--- src/design/dagm_pkg.sv ---
`timescale 1ns / 1ps
// ----------------------------------------------------------------------------
// dagm_pkg: shared types and constants
// Field widths, command codes and the controller-to-datapath command bundle.
// ----------------------------------------------------------------------------
package dagm_pkg;

  localparam int unsigned ROW_W = 64;
  localparam int unsigned IDX_W = 6;
  localparam int unsigned CFG_W = 7;

  localparam logic [CFG_W-1:0] VCOUNT_RESET = 7'd64;

  localparam logic OP_LOAD    = 1'b0;
  localparam logic OP_COMPUTE = 1'b1;

  typedef struct packed {
    logic wr_en;    // store one adjacency row
    logic rd_en;    // read a row into the read register
    logic capture;  // read data is row k: seed current row and accumulator
    logic merge;    // read data is row p: fold into accumulator bit p
    logic emit;     // drive the finished row onto the result ports
    logic last;     // emitted row is the final one
  } dp_cmd_t;

endpackage

--- src/design/dag_moralization.sv ---
`timescale 1ns / 1ps
// ----------------------------------------------------------------------------
// dag_moralization: moral graph of a directed graph
// Stores adjacency rows, then on a compute request emits the moral graph,
// one row per vertex in use, in vertex order.
// ----------------------------------------------------------------------------
//  channel   signals                                   handshake
//  request   start_i, operation_i, row_index_i,        start_i & !busy_o
//            row_bits_i
//  result    out_row_index_o, out_row_bits_o,          out_valid_o, one cycle
//            last_row_o
//  config    cfg_data_i                                cfg_valid_i & cfg_ready_o
//
//  A load request writes the row store straight from idle and busy_o stays low.
//  A compute request takes each row k in use in turn: it issues the read of
//  row k, captures it, runs one merge per scanned row p through the single
//  read port of the row store, and ends with an emit.
//  Results leave one per row; the receiver cannot stall them.
//  Reset clears the sequencer and sets the vertex count to 64; the row store
//  is not cleared.
// ----------------------------------------------------------------------------
module dag_moralization #(
  parameter int unsigned MAX_VERTICES = 64
) (
  input  logic                        clk_i,
  input  logic                        rst_ni,
  input  logic                        start_i,
  output logic                        busy_o,
  input  logic                        operation_i,
  input  logic [dagm_pkg::IDX_W-1:0]  row_index_i,
  input  logic [dagm_pkg::ROW_W-1:0]  row_bits_i,
  output logic                        out_valid_o,
  output logic [dagm_pkg::IDX_W-1:0]  out_row_index_o,
  output logic [dagm_pkg::ROW_W-1:0]  out_row_bits_o,
  output logic                        last_row_o,
  input  logic                        cfg_valid_i,
  output logic                        cfg_ready_o,
  input  logic [dagm_pkg::CFG_W-1:0]  cfg_data_i
);
  import dagm_pkg::*;

  localparam int unsigned AW = $clog2(MAX_VERTICES);

  dp_cmd_t       cmd;
  logic [AW-1:0] rd_addr, row_sel, scan_sel, last_idx;

  assign cfg_ready_o = 1'b1;

  dagm_ctrl #(
    .MAX_VERTICES (MAX_VERTICES),
    .AW           (AW)
  ) u_ctrl (
    .clk_i       (clk_i),
    .rst_ni      (rst_ni),
    .start_i     (start_i),
    .operation_i (operation_i),
    .last_idx_i  (last_idx),
    .busy_o      (busy_o),
    .cmd_o       (cmd),
    .rd_addr_o   (rd_addr),
    .row_sel_o   (row_sel),
    .scan_sel_o  (scan_sel)
  );

  dagm_datapath #(
    .MAX_VERTICES (MAX_VERTICES),
    .AW           (AW)
  ) u_dp (
    .clk_i           (clk_i),
    .rst_ni          (rst_ni),
    .cmd_i           (cmd),
    .rd_addr_i       (rd_addr),
    .row_sel_i       (row_sel),
    .scan_sel_i      (scan_sel),
    .row_index_i     (row_index_i),
    .row_bits_i      (row_bits_i),
    .cfg_we_i        (cfg_valid_i & cfg_ready_o),
    .cfg_data_i      (cfg_data_i),
    .last_idx_o      (last_idx),
    .out_valid_o     (out_valid_o),
    .out_row_index_o (out_row_index_o),
    .out_row_bits_o  (out_row_bits_o),
    .last_row_o      (last_row_o)
  );

endmodule

--- src/design/dagm_datapath.sv ---
`timescale 1ns / 1ps
// ----------------------------------------------------------------------------
// dagm_datapath: adjacency memory and row accumulator
// Holds the row store, the vertex count register, the current row and the
// moral accumulator, and the registered result ports.
// ----------------------------------------------------------------------------
module dagm_datapath #(
  parameter int unsigned MAX_VERTICES = 64,
  parameter int unsigned AW           = $clog2(MAX_VERTICES)
) (
  input  logic                        clk_i,
  input  logic                        rst_ni,
  input  dagm_pkg::dp_cmd_t           cmd_i,
  input  logic [AW-1:0]               rd_addr_i,
  input  logic [AW-1:0]               row_sel_i,
  input  logic [AW-1:0]               scan_sel_i,
  input  logic [dagm_pkg::IDX_W-1:0]  row_index_i,
  input  logic [dagm_pkg::ROW_W-1:0]  row_bits_i,
  input  logic                        cfg_we_i,
  input  logic [dagm_pkg::CFG_W-1:0]  cfg_data_i,
  output logic [AW-1:0]               last_idx_o,
  output logic                        out_valid_o,
  output logic [dagm_pkg::IDX_W-1:0]  out_row_index_o,
  output logic [dagm_pkg::ROW_W-1:0]  out_row_bits_o,
  output logic                        last_row_o
);
  import dagm_pkg::*;

  logic [ROW_W-1:0] mem [MAX_VERTICES];
  logic [ROW_W-1:0] rd_data_q;
  logic [ROW_W-1:0] cur_q, acc_q, acc_d;
  logic [CFG_W-1:0] vcount_q;
  logic [CFG_W-1:0] n_act;
  logic [ROW_W-1:0] mask;
  logic [ROW_W-1:0] self_bit;
  logic             wr_ok;
  logic             out_valid_q, last_q;
  logic [IDX_W-1:0] out_idx_q;
  logic [ROW_W-1:0] out_bits_q;

  // vertices in use: zero counts as one, saturate at the store depth
  always_comb begin
    if (vcount_q == '0) begin
      n_act = CFG_W'(1);
    end else if (vcount_q > CFG_W'(MAX_VERTICES)) begin
      n_act = CFG_W'(MAX_VERTICES);
    end else begin
      n_act = vcount_q;
    end
  end

  assign last_idx_o = AW'(n_act - CFG_W'(1));

  always_comb begin
    for (int j = 0; j < ROW_W; j++) begin
      mask[j] = (CFG_W'(j) < n_act);
    end
  end

  assign self_bit = ROW_W'(1) << row_sel_i;
  assign wr_ok    = ({1'b0, row_index_i} < CFG_W'(MAX_VERTICES));

  always_ff @(posedge clk_i or negedge rst_ni) begin
    if (!rst_ni) begin
      vcount_q <= VCOUNT_RESET;
    end else if (cfg_we_i) begin
      vcount_q <= cfg_data_i;
    end
  end

  always_ff @(posedge clk_i) begin
    if (cmd_i.wr_en && wr_ok) begin
      mem[row_index_i[AW-1:0]] <= row_bits_i;
    end
    if (cmd_i.rd_en) begin
      rd_data_q <= mem[rd_addr_i];
    end
  end

  // row p joins k when it points at k or shares a child with k
  always_comb begin
    acc_d = acc_q;
    if (cmd_i.capture) begin
      acc_d = rd_data_q & mask;
    end else if (cmd_i.merge) begin
      acc_d[scan_sel_i] = acc_q[scan_sel_i] | (|(rd_data_q & cur_q)) | rd_data_q[row_sel_i];
    end
  end

  always_ff @(posedge clk_i) begin
    if (cmd_i.capture) begin
      cur_q <= rd_data_q & mask;
    end
    acc_q <= acc_d;
    if (cmd_i.emit) begin
      out_idx_q  <= IDX_W'(row_sel_i);
      out_bits_q <= acc_q & mask & ~self_bit;
    end
  end

  always_ff @(posedge clk_i or negedge rst_ni) begin
    if (!rst_ni) begin
      out_valid_q <= 1'b0;
      last_q      <= 1'b0;
    end else begin
      out_valid_q <= cmd_i.emit;
      last_q      <= cmd_i.emit & cmd_i.last;
    end
  end

  assign out_valid_o     = out_valid_q;
  assign out_row_index_o = out_idx_q;
  assign out_row_bits_o  = out_bits_q;
  assign last_row_o      = last_q;

endmodule

--- src/design/dagm_ctrl.sv ---
`timescale 1ns / 1ps
// ----------------------------------------------------------------------------
// dagm_ctrl: scan sequencer
// Walks row k over the vertices in use and, for each, scans every row p in use.
// ----------------------------------------------------------------------------
module dagm_ctrl #(
  parameter int unsigned MAX_VERTICES = 64,
  parameter int unsigned AW           = $clog2(MAX_VERTICES)
) (
  input  logic              clk_i,
  input  logic              rst_ni,
  input  logic              start_i,
  input  logic              operation_i,
  input  logic [AW-1:0]     last_idx_i,
  output logic              busy_o,
  output dagm_pkg::dp_cmd_t cmd_o,
  output logic [AW-1:0]     rd_addr_o,
  output logic [AW-1:0]     row_sel_o,
  output logic [AW-1:0]     scan_sel_o
);
  import dagm_pkg::*;

  localparam logic [2:0] S_IDLE = 3'd0;
  localparam logic [2:0] S_RDK  = 3'd1;
  localparam logic [2:0] S_CAPK = 3'd2;
  localparam logic [2:0] S_SCAN = 3'd3;
  localparam logic [2:0] S_EMIT = 3'd4;

  logic [2:0]    state_q, state_d;
  logic [AW-1:0] k_q, k_d;
  logic [AW-1:0] p_q, p_d;

  always_comb begin
    state_d   = state_q;
    k_d       = k_q;
    p_d       = p_q;
    cmd_o     = '0;
    rd_addr_o = k_q;
    case (state_q)
      S_IDLE: begin
        if (start_i) begin
          if (operation_i == OP_COMPUTE) begin
            k_d     = '0;
            state_d = S_RDK;
          end else begin
            cmd_o.wr_en = 1'b1;
          end
        end
      end
      S_RDK: begin
        cmd_o.rd_en = 1'b1;
        rd_addr_o   = k_q;
        state_d     = S_CAPK;
      end
      S_CAPK: begin
        cmd_o.capture = 1'b1;
        cmd_o.rd_en   = 1'b1;
        rd_addr_o     = '0;
        p_d           = '0;
        state_d       = S_SCAN;
      end
      S_SCAN: begin
        cmd_o.merge = 1'b1;
        if (p_q == last_idx_i) begin
          state_d = S_EMIT;
        end else begin
          cmd_o.rd_en = 1'b1;
          rd_addr_o   = p_q + AW'(1);
          p_d         = p_q + AW'(1);
        end
      end
      S_EMIT: begin
        cmd_o.emit = 1'b1;
        cmd_o.last = (k_q == last_idx_i);
        if (k_q == last_idx_i) begin
          k_d     = '0;
          state_d = S_IDLE;
        end else begin
          k_d     = k_q + AW'(1);
          state_d = S_RDK;
        end
      end
      default: begin
        state_d = S_IDLE;
      end
    endcase
  end

  always_ff @(posedge clk_i or negedge rst_ni) begin
    if (!rst_ni) begin
      state_q <= S_IDLE;
      k_q     <= '0;
      p_q     <= '0;
    end else begin
      state_q <= state_d;
      k_q     <= k_d;
      p_q     <= p_d;
    end
  end

  assign busy_o     = (state_q != S_IDLE);
  assign row_sel_o  = k_q;
  assign scan_sel_o = p_q;

endmodule

--- config.mk ---
export PLATFORM = sky130hd
export DESIGN_NAME = dag_moralization
export DESIGN_NICKNAME = d
export VERILOG_FILES = /design/src/design/dagm_pkg.sv /design/src/design/dag_moralization.sv /design/src/design/dagm_datapath.sv /design/src/design/dagm_ctrl.sv
export SDC_FILE = /design/constraint.sdc
export NUM_CORES = 2
export LEC_CHECK = 0
export BUFFER_PORTS_ARGS = -buffer_cell sky130_fd_sc_hd__buf_2
export CAP_MARGIN = 20
export CORE_UTILIZATION = 40
export DETAILED_ROUTE_END_ITERATION = 16
export PLACE_DENSITY = 0.52
export SYNTH_ARGS = -nofsm -noshare
export SYNTH_HDL_FRONTEND = slang
export SYNTH_SLANG_ARGS = --single-unit
--- constraint.sdc ---
create_clock -name clk_i -period 20.4 [get_ports clk_i]
set_input_delay 1.02 -clock clk_i [delete_from_list [all_inputs] [get_ports clk_i]]
set_output_delay 1.02 -clock clk_i [all_outputs]
set_load 0.01 [all_outputs]
======== Word level (Yosys, flattened, before mapping) ========
Memory sizes are Yosys's and may differ from the RTL's. A register that Yosys moved wholly into a read port is not among the register bits.
Index checks and enable logic that the tools add are counted.
storage, ports and cells
  memories ................................ 1
  flip-flop bits (word level) ............. 222
  logic and storage cells ................. 147
  input port bits ......................... 82
  output and inout bits ................... 74
  memory bits (writable) .................. 4096
memory list
  name      words  width  rd ports  clocked after memory_dff  write ports  line                 text
  u_dp.mem  64     64     1         1                         1            dagm_datapath.sv:29  logic [ROW_W-1:0] mem [MAX_VERTICES];
operators by class
  shifts and indexed selects .............. 1
  reduce and logical (&&, ||, !) cells .... 12
  $add $sub $neg .......................... 3
  bitwise logic cells ..................... 8
  muxes and demuxes ....................... 34
  order comparisons ....................... 68
  equal/unequal tests ..................... 10
operators by type and width
  cell                                                                          number
  64-bit AND                                                                    4
  6-bit by 7-bit less-than comparator with 1-bit output, first input constant   32
  64-bit 2-to-1 mux                                                             2
  5-bit by 7-bit less-than comparator with 1-bit output, first input constant   16
  64-bit bitwise mux                                                            1
  64-bit NOT                                                                    1
  64-bit OR reduction                                                           1
  1-bit by 6-bit left shift with 64-bit output, first input constant            1
  4-bit by 7-bit less-than comparator with 1-bit output, first input constant   8
  6-bit one-hot mux with 2 select lines                                         3
  6-bit 2-to-1 mux                                                              5
  3-bit by 7-bit less-than comparator with 1-bit output, first input constant   4
  3-bit one-hot mux with 5 select lines                                         1
  1-bit by 7-bit less-than comparator with 1-bit output, first input constant   2
  2-bit by 7-bit less-than comparator with 1-bit output, first input constant   2
  6-bit by 7-bit less-than comparator with 1-bit output, second input constant  2
  7-bit 2-to-1 mux                                                              2
  6-bit by 1-bit adder with 6-bit output, second input constant                 2
  1-bit binary-select mux with 6-bit select                                     2
  6-bit equality test                                                           2
  1-bit 2-to-1 mux                                                              12
  3-bit 2-to-1 mux                                                              3
  7-bit > comparator, second input constant                                     1
  7-bit logical NOT                                                             1
  other kinds (19)                                                              26

======== Depth between registers and ports, before layout ========
  depth in word-level cells ............... 7
  mapped depth ............................ 21
  depth with buffers taken out ............ 13

======== Hierarchy ========
Synthesis repeated with hierarchy kept, for this count alone.
unflattened totals
  cells, all modules ...................... 7053
  area, all modules ....................... 169815.4 um^2
by module, submodules not included
  module            area an instance (um^2)  seq. area each (um^2)  instances  cells each
  dagm_datapath     168798.1                 131092.0               1          6947
  dagm_ctrl         1006.0                   375.4                  1          104
  dag_moralization  11.3                     0.0                    1          2

======== Worst setup path after synthesis ========
Ideal clock, no wire load.
  path kind ............................... register -> register
  start point ............................. register u_dp.vcount_q[6]
  end point ............................... register u_dp.rd_data_q[0] (read register of u_dp.mem) (enable)
  required time ........................... 19835 ps
  path slack .............................. 12963 ps
  period minus slack after synthesis ...... 7437 ps
  buffers on the path ..................... 4
  library setup time ...................... 565 ps
  data arrival time ....................... 6873 ps
  stages on the path, launching flop included .. 12
  cell sequence ........................... dfstp_2 buf_2 clkbuf_1 clkbuf_1 nand2b_1 ha_1 xnor3_1 o311ai_4 a2111oi_4 buf_4 and3_1 nor3_1
RTL lines
  what                    line                 text
  start, declared         dagm_datapath.sv:32  logic [CFG_W-1:0] vcount_q;
  start signal, assigned  dagm_datapath.sv:67  vcount_q <= cfg_data_i;
  end, declared           dagm_datapath.sv:30  logic [ROW_W-1:0] rd_data_q;

======== Worst setup path in the final report ========
  start point ............................. register u_dp.vcount_q[6]
  end point ............................... register u_dp.rd_data_q[31] (read register of u_dp.mem) (data pin)
between the ends
  word-level cells in the longest chain between the ends .. 7
RTL lines
  what                                                                                                   line                 text
  7-bit > comparator                                                                                     dagm_datapath.sv:45  end else if (vcount_q > CFG_W'(MAX_VERTICES)) begin
  7-bit 2-to-1 mux                                                                                       dagm_datapath.sv:45
  7-bit 2-to-1 mux (*)                                                                                   dagm_datapath.sv:43  if (vcount_q == '0) begin
  6-bit by 1-bit subtractor with 6-bit output (*)                                                        dagm_datapath.sv:52  assign last_idx_o = AW'(n_act - CFG_W'(1));
  6-bit equality test (*)                                                                                dagm_ctrl.sv:64      if (p_q == last_idx_i) begin
  6-bit 2-to-1 mux / 1-bit 2-to-1 mux (equally long branches)                                            dagm_ctrl.sv:64
  6-bit one-hot mux with 2 select lines / 1-bit one-hot mux with 2 select lines (equally long branches)  dagm_ctrl.sv:39      case (state_q)
Every way passes the cells marked *; elsewhere a longest branch is shown, timed or not.
A chain may end at the register's enable or synchronous reset.

==> metrics.md <==
| Metric | Value |
|---|---|
| Critical Path End Type | `flip-flop` |
| Die X | `662.9 µm` |
| Clock Tree Buf Depth | `4` |
| Hold slack | `0.2694 ns` |
| Layout area overhead | `13.02%` |
| Nets@finish | `12050` |
| Sequential area share after synthesis | `75.25%` |
| Area leader, netlist | `edfxtp_1` |
| Skew final | `0.04607 ns` |
| Most frequent cells after synthesis | `edfxtp_1 (4358), nand2_1 (2230), mux2i_1 (1214)` |
| IO Pins | `156` |
| Crit-path cells | `nor4_4, a21oi_1, ha_1, or2_2, a21o_1, a2111oi_4, mux2i_4, buf_4, buf_4, buf_4, buf_12, buf_4, mux2i_1, a22oi_1, nand4_1, nand4_1, o211a_1` |
| Core Util, Final | `45.44%` |
| DRT Pass-1 Iters | `8` |
| Initial antenna violation count | `70` |
| Total power | `35.66 mW` |
| Most frequent cell after synthesis | `edfxtp_1` |
| Peak VDD IR | `300.6 µV` |
| Max-slew headroom | `12.00%` |
| CORE AREA | `434500 µm²` |
| Largest stage delay, worst path | `0.91 ns` |
| Tcrit/Tclk final | `44.54%` |
| Synth cell types | `85` |
| Async SR Flop Fraction | `0.5477%` |
| Status | `complete, no violations` |
| Final WL | `622.8 mm` |
| Clock sink count | `4382` |
| Max Fclk | `0.1100 GHz` |
| WL/cell | `34.32 µm` |
| Design Area, Final | `197400 µm²` |
| Pre-CTS worst setup slack | `11.62 ns` |
| Via Count | `109187` |
| Die area | `439400 µm²` |
| Post-layout min period | `9.087 ns` |
| # H-tree levels | `5` |
| Worst-Margin Slew | `1.320 ns` |
| Placed cell areas | `182500 µm²` |
| Largest net degree at the start of global routing | `173` |
| Clk slew on worst S/H paths | `0.06 ns` |
| DRC viols | `0` |
| Vias in the first global route | `102976` |
| Initial Util | `40.21%` |
| Avg Cell Area, Syn | `14.83 µm²` |
| Worst-Skew Late Latency | `1.03 ns` |
| Total GRT Usage | `27.51%` |
| Area of the multi-input gates | `40350 µm²` |
| Top cell type's share of synthesized area | `74.91%` |
| Worst path bufs/invs | `5` |
| Syn_nets | `11871` |
| Area contributors post-synth | `edfxtp_1 (75%), mux2i_1 (7.0%), nand2_1 (4.8%)` |
| Slowest CP cell | `a2111oi_4` |
| Startpoint class of the critical path | `flip-flop` |
| CTS tree | `built` |
| Routability cong. | `0.9002` |
| Most used DFF post-synth | `edfxtp_1` |
| CP dominant cell by count | `buf_4` |
| Port Buf Inserts | `154` |
| Pwr/cell area | `180.6 nW/µm²` |
| CTS Root Cell | `clkbuf_16` |
| Setup TNS | `0 ns` |
| Drt via density | `6.016` |
| Post-synthesis register bit count | `4382` |
| Number of DRC markers in iteration 0 | `16261` |
| Crit path DAT | `9.82 ns` |
| Hpwl dp | `337.3 mm` |
| TritonCTS Buffers | `454` |
| Layout cell share with drive strength beyond 1 | `10.24%` |
| Register area | `131500 µm²` |
| Fill count | `37806` |
| Final hold vios | `0` |
| Mapped Cells | `11781` |
| RSZ-0062 raised after global routing | `no` |
| LEAKAGE | `67.41 nW` |
| Die Y-Extent | `662.9 µm` |
| Pins over their slew limit | `0` |
| Layout Cells excl Fill | `18149` |
| # placed instances | `17211` |
| Max FO, Critical Path | `130` |
| Remaining global-route overflow | `0` |
| CP delay by family, top | `buffers and inverters` |
| Setup violators final | `0` |
| Post-Syn Area | `174700 µm²` |
| Setup bufs post-CTS | `0` |
| Total of max-cap violations | `0` |
| Critical Path RT | `21.13 ns` |
| First-pass GRT wire length | `847.8 mm` |
| PnR worst setup slack | `11.31 ns` |
| Syn. warnings | `0` |
| Crit Path Category | `flip-flop to flip-flop` |
| Hold Path Class | `input pin to flip-flop` |
| Number of enable flip-flop cells after synthesis | `4358` |
| Routed Antenna Nets | `0` |
| Site row count | `242` |
final cells by class:
cell class                      instances  area share (%)
Sequential cell                      4382           66.58
Tap cell                             5734           3.634
Clock buffer                          563           6.057
Clock inverter                        273           1.148
Multi-Input combinational cell       6617           20.43
Timing Repair Buffer                  493           2.025
Inverter                               12         0.02408
Antenna cell                           75         0.09505
cell usage in the layout (no fill, tap or decap), types with 9 or more instances in the layout:
| master | n |
|---|---|
| a211oi_1 | 31 |
| or2_2 | 10 |
| nor4_1 | 58 |
| o21ai_0 | 145 |
| nor2_1 | 129 |
| dfrtp_1 | 23 |
| inv_1 | 10 |
| o31ai_1 | 81 |
| clkbuf_1 | 98 |
| nor2_4 | 73 |
| diode_2 | 75 |
| and2_1 | 36 |
| clkinvlp_4 | 9 |
| or3_1 | 9 |
| nand4_1 | 133 |
| clkinv_2 | 90 |
| mux4_2 | 21 |
| nand3_1 | 980 |
| buf_12 | 48 |
| a32oi_1 | 58 |
| a22o_1 | 28 |
| edfxtp_1 | 4358 |
| buf_4 | 286 |
| nor3_1 | 40 |
| o211a_1 | 88 |
| nand2_1 | 2223 |
| buf_2 | 154 |
| a221oi_1 | 25 |
| a21oi_1 | 569 |
| a22oi_1 | 320 |
| mux2i_1 | 1211 |
| clkbuf_16 | 461 |
| nor2b_1 | 30 |
| clkinv_1 | 122 |
| xnor2_1 | 9 |
| o22ai_1 | 95 |
| a31oi_1 | 71 |
| bufinv_16 | 34 |
sequential cells by signal (all words and copies together), names as in the netlist:
register and cells:
u_dp.out_valid_o 1, u_dp.acc_q 64, u_dp.cur_q 64, u_dp.mem 4096, u_ctrl.state_q 3, u_dp.vcount_q 7
u_dp.last_row_o 1, u_dp.rd_data_q 64, u_dp.out_row_bits_o 64, u_ctrl.scan_sel_o 6, u_ctrl.row_sel_o 6, u_dp.out_row_index_o 6
power by group:
part	switching (mW)	leakage, nW	total [mW]	internal [mW]
clock network	3.50	6.97	8.07	4.56
logic	11.8	20.9	17.0	5.16
registers	0.388	39.6	10.6	10.2
worst paths after layout:
check | startpoint | to | slack, ns | cells past startpoint
setup reg to reg | u_dp.vcount_q[6] | u_dp.rd_data_q[31] | 11.31 | 17
hold / removal | cfg_data_i[2] | u_dp.vcount_q[2] | 0.27 | 2
setup / recovery | u_dp.vcount_q[6] | u_dp.rd_data_q[31] | 11.31 | 17
max in group asynchronous | rst_ni | u_ctrl.scan_sel_o[3] | 19.44 | 2
hold reg to reg | u_ctrl.state_q[2] | u_ctrl.state_q[1] | 0.59 | 1
min in group asynchronous | rst_ni | u_dp.last_row_o | 0.56 | 2
worst reg2reg max path: cells and delay by family (launching register included):
| kind | cells | cell delay, ns |
|---|---|---|
| compound gates | 5 | 1.82 |
| mux | 2 | 0.82 |
| buf+inv | 5 | 3.83 |
| fa+ha+maj | 1 | 0.32 |
| simple gates | 4 | 1.47 |
| flops | 1 | 0.58 |
cell families after synthesis:
family / count (synthesis) / synth area share (%)
AO/OA/AOI/OAI: 1570 / 5.886
XOR/XNOR: 14 / 0.07806
adder cells (fa/ha/maj): 8 / 0.05730
buffers and inverters: 782 / 2.065
flip-flops: 4382 / 75.25
multiplexers: 1246 / 7.304
other: 1 / 0.002147
AND/OR/NAND/NOR: 3778 / 9.356
routing by layer:
| layer | track usage, % | routed length, µm | vias up |
|---|---|---|---|
| met5 | 0 | 51 | - |
| met4 | 11.33 | 27420 | 4 |
| met3 | 5.255 | 61140 | 1146 |
| met2 | 42.61 | 282600 | 6262 |
| met1 | 38.18 | 251600 | 56409 |
| li1 | - | - | 45366 |
timing repair:
action	4_1_cts	5_1_grt
gates resized for setup	0	0
hold endpoints to repair	23	0
hold buffers	1	0
setup endpoints to repair	0	0
No activity file was read; power rests on OpenSTA's default activity.
